### src/tlh_pkg.sv
`timescale 1ns / 1ps

package tlh_pkg;

    localparam int unsigned HashW = 14;
    localparam int unsigned ColW  = 3;
    localparam int unsigned ByteW = 8;

    localparam logic [ByteW-1:0] SpaceChar = 8'h20;
    localparam logic [ByteW-1:0] TabChar   = 8'h09;
    localparam logic [ByteW-1:0] HighWhite = 8'h80;
    localparam int unsigned      EvenShift = 7;

    // Running per-line state.
    typedef struct packed {
        logic [HashW-1:0] hash_sum;
        logic [ColW-1:0]  symbol_column;
        logic             in_white_run;
    } t_line_state;

endpackage

### src/tlh_step.sv
`timescale 1ns / 1ps

// Next-state logic for one byte of a line.
module tlh_step (
    input  logic [tlh_pkg::ByteW-1:0] i_byte,
    input  logic                      i_collapse,
    input  tlh_pkg::t_line_state      i_state,
    output tlh_pkg::t_line_state      o_state
);

    logic                      is_zero;
    logic                      is_white;
    logic                      is_tab;
    logic [3:0]                n_spaces;
    logic [3:0]                n_evens;
    logic [3:0]                n_odds;
    logic [3:0]                n_plus1;
    logic [tlh_pkg::HashW-1:0] space_add;
    logic [tlh_pkg::HashW-1:0] vis_add;
    logic [tlh_pkg::ColW-1:0]  col;

    assign col      = i_state.symbol_column;
    assign is_zero  = (i_byte == '0);
    assign is_white = (i_byte <= tlh_pkg::SpaceChar) || (i_byte >= tlh_pkg::HighWhite);
    assign is_tab   = (i_byte == tlh_pkg::TabChar);

    always_comb begin
        if (i_collapse) begin
            n_spaces = i_state.in_white_run ? 4'd0 : 4'd1;
        end else if (is_tab) begin
            n_spaces = 4'd8 - {1'b0, col};
        end else begin
            n_spaces = 4'd1;
        end
    end

    // Even positions weigh 0x20 << 7 = 0x1000, so only evens mod 4 matter.
    assign n_plus1   = n_spaces + 4'd1;
    assign n_evens   = col[0] ? {1'b0, n_spaces[3:1]} : {1'b0, n_plus1[3:1]};
    assign n_odds    = n_spaces - n_evens;
    assign space_add = {n_evens[1:0], 12'd0} + {5'd0, n_odds, 5'd0};
    assign vis_add   = col[0] ? {6'd0, i_byte}
                              : {i_byte[tlh_pkg::EvenShift-1:0], 7'd0};

    always_comb begin
        o_state = i_state;
        if (!is_zero) begin
            if (!is_white) begin
                o_state.hash_sum      = i_state.hash_sum + vis_add;
                o_state.symbol_column = col + 3'd1;
                o_state.in_white_run  = 1'b0;
            end else begin
                o_state.hash_sum      = i_state.hash_sum + space_add;
                o_state.symbol_column = col + n_spaces[tlh_pkg::ColW-1:0];
                o_state.in_white_run  = 1'b1;
            end
        end
    end

endmodule

### src/text_line_hash_unit.sv
`timescale 1ns / 1ps

// Text line hash unit.
// Input channel (i_line_valid / o_line_stall): one byte of a text line per
// transaction, with i_line_end high on the last byte of the line.
// Output channel (o_hash_valid / i_hash_stall): one 14-bit o_line_hash per
// finished line. Bytes that do not end a line produce no transaction.
// Config channel (i_cfg_valid / o_cfg_ready): writes collapse_white; ready is
// always high. Write it only while no line is in flight.
// Path: the edge that accepts a line's last byte loads the input register;
// once the result register is free or its hash is being taken, the hash is
// loaded from there into the result register.
// Throughput: one byte per cycle while o_line_stall is low, set by the state
// update of the combinational step logic between the input and running-state registers.
// Receiver stall: the result register holds its hash; bytes of the next line
// keep flowing until its own last byte reaches the input register, which then
// holds and raises o_line_stall until the pending hash is taken.
// Reset (synchronous, active low): both channels empty, running state cleared,
// collapse_white back to 0.
module text_line_hash_unit (
    input  logic                      i_clk,
    input  logic                      i_rst_n,
    input  logic                      i_line_valid,
    output logic                      o_line_stall,
    input  logic [tlh_pkg::ByteW-1:0] i_line_byte,
    input  logic                      i_line_end,
    output logic                      o_hash_valid,
    input  logic                      i_hash_stall,
    output logic [tlh_pkg::HashW-1:0] o_line_hash,
    input  logic                      i_cfg_valid,
    output logic                      o_cfg_ready,
    input  logic                      i_cfg_data
);

    // Input register.
    logic                      r_in_valid;
    logic [tlh_pkg::ByteW-1:0] r_in_byte;
    logic                      r_in_end;

    // Running state and config.
    tlh_pkg::t_line_state      r_state;
    tlh_pkg::t_line_state      n_state;
    logic                      r_collapse;

    // Result register.
    logic                      r_out_valid;
    logic [tlh_pkg::HashW-1:0] r_out_hash;

    logic in_acc;
    logic advance;

    tlh_step u_step (
        .i_byte     (r_in_byte),
        .i_collapse (r_collapse),
        .i_state    (r_state),
        .o_state    (n_state)
    );

    // A byte advances unless it ends a line and the result register is
    // still holding a stalled hash.
    assign advance      = r_in_valid && !(r_in_end && r_out_valid && i_hash_stall);
    assign o_line_stall = r_in_valid && !advance;
    assign in_acc       = i_line_valid && !o_line_stall;
    assign o_cfg_ready  = 1'b1;
    assign o_hash_valid = r_out_valid;
    assign o_line_hash  = r_out_hash;

    always_ff @(posedge i_clk) begin
        if (!i_rst_n) begin
            r_in_valid  <= 1'b0;
            r_out_valid <= 1'b0;
            r_state     <= '0;
            r_collapse  <= 1'b0;
        end else begin
            if (i_cfg_valid && o_cfg_ready) begin
                r_collapse <= i_cfg_data;
            end
            // Load a new byte, or drop the one that just advanced.
            if (in_acc) begin
                r_in_valid <= 1'b1;
            end else if (advance) begin
                r_in_valid <= 1'b0;
            end
            // Clear the running state after the last byte of a line.
            if (advance) begin
                r_state <= r_in_end ? '0 : n_state;
            end
            if (advance && r_in_end) begin
                r_out_valid <= 1'b1;
            end else if (!i_hash_stall) begin
                r_out_valid <= 1'b0;
            end
        end
    end

    always_ff @(posedge i_clk) begin
        if (in_acc) begin
            r_in_byte <= i_line_byte;
            r_in_end  <= i_line_end;
        end
        if (advance && r_in_end) begin
            r_out_hash <= n_state.hash_sum;
        end
    end

endmodule

### config.mk
export PLATFORM = sky130hd
export DESIGN_NAME = text_line_hash_unit
export DESIGN_NICKNAME = d
export VERILOG_FILES = /design/src/tlh_pkg.sv /design/src/tlh_step.sv /design/src/text_line_hash_unit.sv
export SDC_FILE = /design/constraint.sdc
export NUM_CORES = 1
export LEC_CHECK = 0
export BUFFER_PORTS_ARGS = -buffer_cell sky130_fd_sc_hd__clkbuf_2
export CAP_MARGIN = 20
export CORE_UTILIZATION = 55
export CTS_CLUSTER_SIZE = 10
export DETAILED_ROUTE_END_ITERATION = 8
export HOLD_SLACK_MARGIN = 0.12
export PLACE_DENSITY_LB_ADDON = 0.3
export SYNTH_ARGS = -nofsm -noshare
export SYNTH_HDL_FRONTEND = slang
export SYNTH_SLANG_ARGS = --single-unit
### constraint.sdc
create_clock -name i_clk -period 6.25 [get_ports i_clk]
set_clock_uncertainty 0.1 [all_clocks]
set_input_delay 1.25 -clock i_clk [delete_from_list [all_inputs] [get_ports i_clk]]
set_output_delay 1.25 -clock i_clk [all_outputs]
set_load 0.01 [all_outputs]
==> key figures <==
STA
  • Final Hold Viols: 0
  • Setup TNS: 0 ps
  • Worst Tran Pin Value: around 850 ps
  • Final max-slew violation count: 0
  • Final setup violating endpoints: 0
  • Slew HR: 43.3%
  • Final Cycle Share: about 75%
  • Final setup margin: 1550 ps
  • Achievable Freq: roughly 210 MHz
  • RSZ-0062 raised after global routing: false
  • Min cycle time layout: 4700 ps

Detailed routing
  • Met3 WL post-DR: about 340 µm
  • Routed wl met2: just over 3 mm
  • Metal-1 WL: between 3 and 4 mm
  • DRC viols: 0
  • Detail Route Antenna Nets: 0
  • Wire per inst: between 15 and 20 µm
  • Top Metal Used: met4
  • DR pass1 iterations: 4
  • Detailed Route WL: approximately 6.6 mm
  • Via density: about 5.9
  • Vias post-DR: between 2000 and 2500
  • First DRT Iteration DRCs: ~220

CTS
  • Clock root buffer: clkbuf_8
  • CTS tree: done
  • Max Root-Sink Buffers: 2
  • Postcts setup bufs: 0
  • Clock-pin slew on the worst setup and hold paths: 90 ps
  • Num CTS Buffers: 5
  • Clk_lat worst skew: around 300 ps
  • Clk sink count: 44
  • Hold-fix buffers at CTS: 0
  • H-tree levels: 2
  • Post_cts resized: 0

Floorplan
  • Full die area: about 5700 µm²
  • Die Ht: ~76 µm
  • Starting Density: between 50 and 60%
  • Row cnt: 26
  • Core area: a little over 5000 µm²
  • Die X: between 70 and 80 µm
  • IO Count: 32

Finish
  • Area Overhead vs Synth: 9.97%
  • Layout cells sized above 1: approximately 16%
  • Fin cells: between 400 and 500
  • Most common cell after layout, fill and taps aside: nand2_1
  • Final Core Density: 63.5%
  • Nets: approximately 380
  • Most frequent cells in the layout: nand2_1, nor2_1, clkbuf_2
  • N_diodes: 0

Critical path
  • Crit path arrival time: around 4900 ps
  • WP data required: 6400 ps
  • Crit Path Max Fanout: 6
  • Crit path kind: reg -> reg
  • RR Startpoint: r_in_byte[1]
  • CP max stage cell: nor4_4
  • Crit path capture type: flop
  • CP max stage delay: ~530 ps
  • Worst-path cell chain: nor4_4 > nand4_4 > o21ai_0 > inv_1 > ha_1 > mux2_2 > ha_1 > inv_1 > fa_1 > ha_1 > a211oi_1 > nor2_1 > xnor2_1 > maj3_1 > o221ai_1 > o2111ai_1 > nand2_1
  • CP dominant cell by count: ha_1
  • Crit start category: flop
  • Critical Path Source: r_in_byte[1]
  • R2r setup slk: about 1500 ps

Logic synthesis
  • Synth area leaders: edfxtp_1, dfxtp_1, ha_1
  • Asr flop ratio synth: 0%
  • Syn Area/Cell: about 9.6 µm²
  • Sequential share of the synthesized area: 37.2%
  • Syn. warnings: 0
  • Cells after Synth: 312
  • Main synth FF type: edfxtp_1
  • Cell taking the most area after synthesis: edfxtp_1
  • Synth unique cells: between 50 and 60
  • Syn_nets: between 300 and 400
  • Area share of the largest cell type after synthesis: a little under a quarter
  • Number of synthesized register bits: 44
  • Number of flops mapped to enable cells by yosys: 23
  • Mapped Area: 2990 µm²

Power
  • Static Leak: approximately 1.4 nW
  • PwrDens: roughly 190 nW/µm²
  • Worst vdd ir: 0.120 mV
  • Power, Total: between 600 and 700 µW

Placement
  • Gpl congestion: 0.891
  • DP HPWL: ~4.9 mm
  • Port Buffers: 30
  • Post-placement worst setup slack: between 1500 and 2000 ps
  • DP Cell Count: ~400

Global routing
  • Initial antenna violation count: 0
  • First-pass GRT wire length: ~11 mm
  • Pin count of the biggest net entering global routing: 21
  • Vias in the first global route: ~2200
  • Total GRT Usage: ~25%
  • Grt ovf: 0

Status
  • Outcome: completed

Job
  • Number of max-cap violations: 0

Min path
  • Hold Crit Start: r_state[0]
  • Worst min-delay path class: reg -> reg
-- power breakdown --
part           internal (mW)  total [mW]  switching (mW)
logic                 0.0313      0.0787          0.0474
clock network          0.117       0.213          0.0962
registers              0.315       0.325         0.00985
total                  0.463       0.616           0.153
-- critical path: cells and delay by family (launching register included) --
kind	cells	cell delay, ps
adders and majority gates	5	1520
AOI/OAI and AO/OA	4	1030
and+or+nand+nor	4	930
DFF	1	440
muxes	1	280
buffers and inverters	2	160
xor gates and xnor gates	1	150
-- cell usage after synthesis, drive strengths merged, types with 2 or more instances --
master   n
nor2b    9
mux2     4
ha      24
inv     14
nand4    2
xor2     6
nor3     5
xnor2   13
a21o     5
a31oi    3
a32o     4
a211oi   7
edfxtp  23
a21oi   13
and3     4
nand2   32
nor2    31
mux2i    3
a22oi   11
clkbuf   8
o21bai   2
o221ai   3
a311oi   3
dfxtp   21
fa       4
o21ai   14
nand2b   3
and2     9
buf      3
nand3    8
a31o     3
o21a     2
-- registers in the layout, indices dropped and copies added (netlist names) --
signal and count:
r_state 18, o_line_hash 14, r_in_byte 8, o_hash_valid 1, r_collapse 1, r_in_end 1, r_in_valid 1
-- final timing paths --
path            endpoint  cells after the start
min           r_state[0]                      2
max          r_state[12]                     17
min reg2reg   r_state[0]                      2
max reg2reg  r_state[12]                     17
-- metal layers --
layer,up-vias,global-route usage [%]
li1,1191,-
met3,12,4.50
met5,-,0
met1,1141,34.6
met2,78,40.9
met4,0,8.44
-- cell type report --
type,instances,area [µm²]
Tap cell,70,87.6
Inverter,14,52.6
Clock inverter,3,37.5
Clock buffer,5,68.8
Multi-Input combinational cell,243,1780
Fill cell,445,1890
Sequential cell,44,1110
Timing Repair Buffer,30,150
-- cells by family after synthesis --
| logic type | count (synthesis) | share of synthesized area (%) |
|---|---|---|
| buf+inv | 25 | 3.31 |
| compound gates | 78 | 18.5 |
| mux | 7 | 2.51 |
| other cells | 1 | 0.126 |
| flops | 44 | 37.2 |
| simple gates | 108 | 18.3 |
| fa+ha+maj | 29 | 13.1 |
| xor+xnor | 20 | 6.95 |
-- metrics by stage --
step / hold WS (ps) / area [µm²]
final: 426 / 3280
after global routing: 458 / 3280
after CTS: 432 / 3280
after detailed placement: 411 / 3180
after global placement: 383 / 3180
after floorplan: 366 / 2990
No activity file was read; power rests on OpenSTA's default activity.
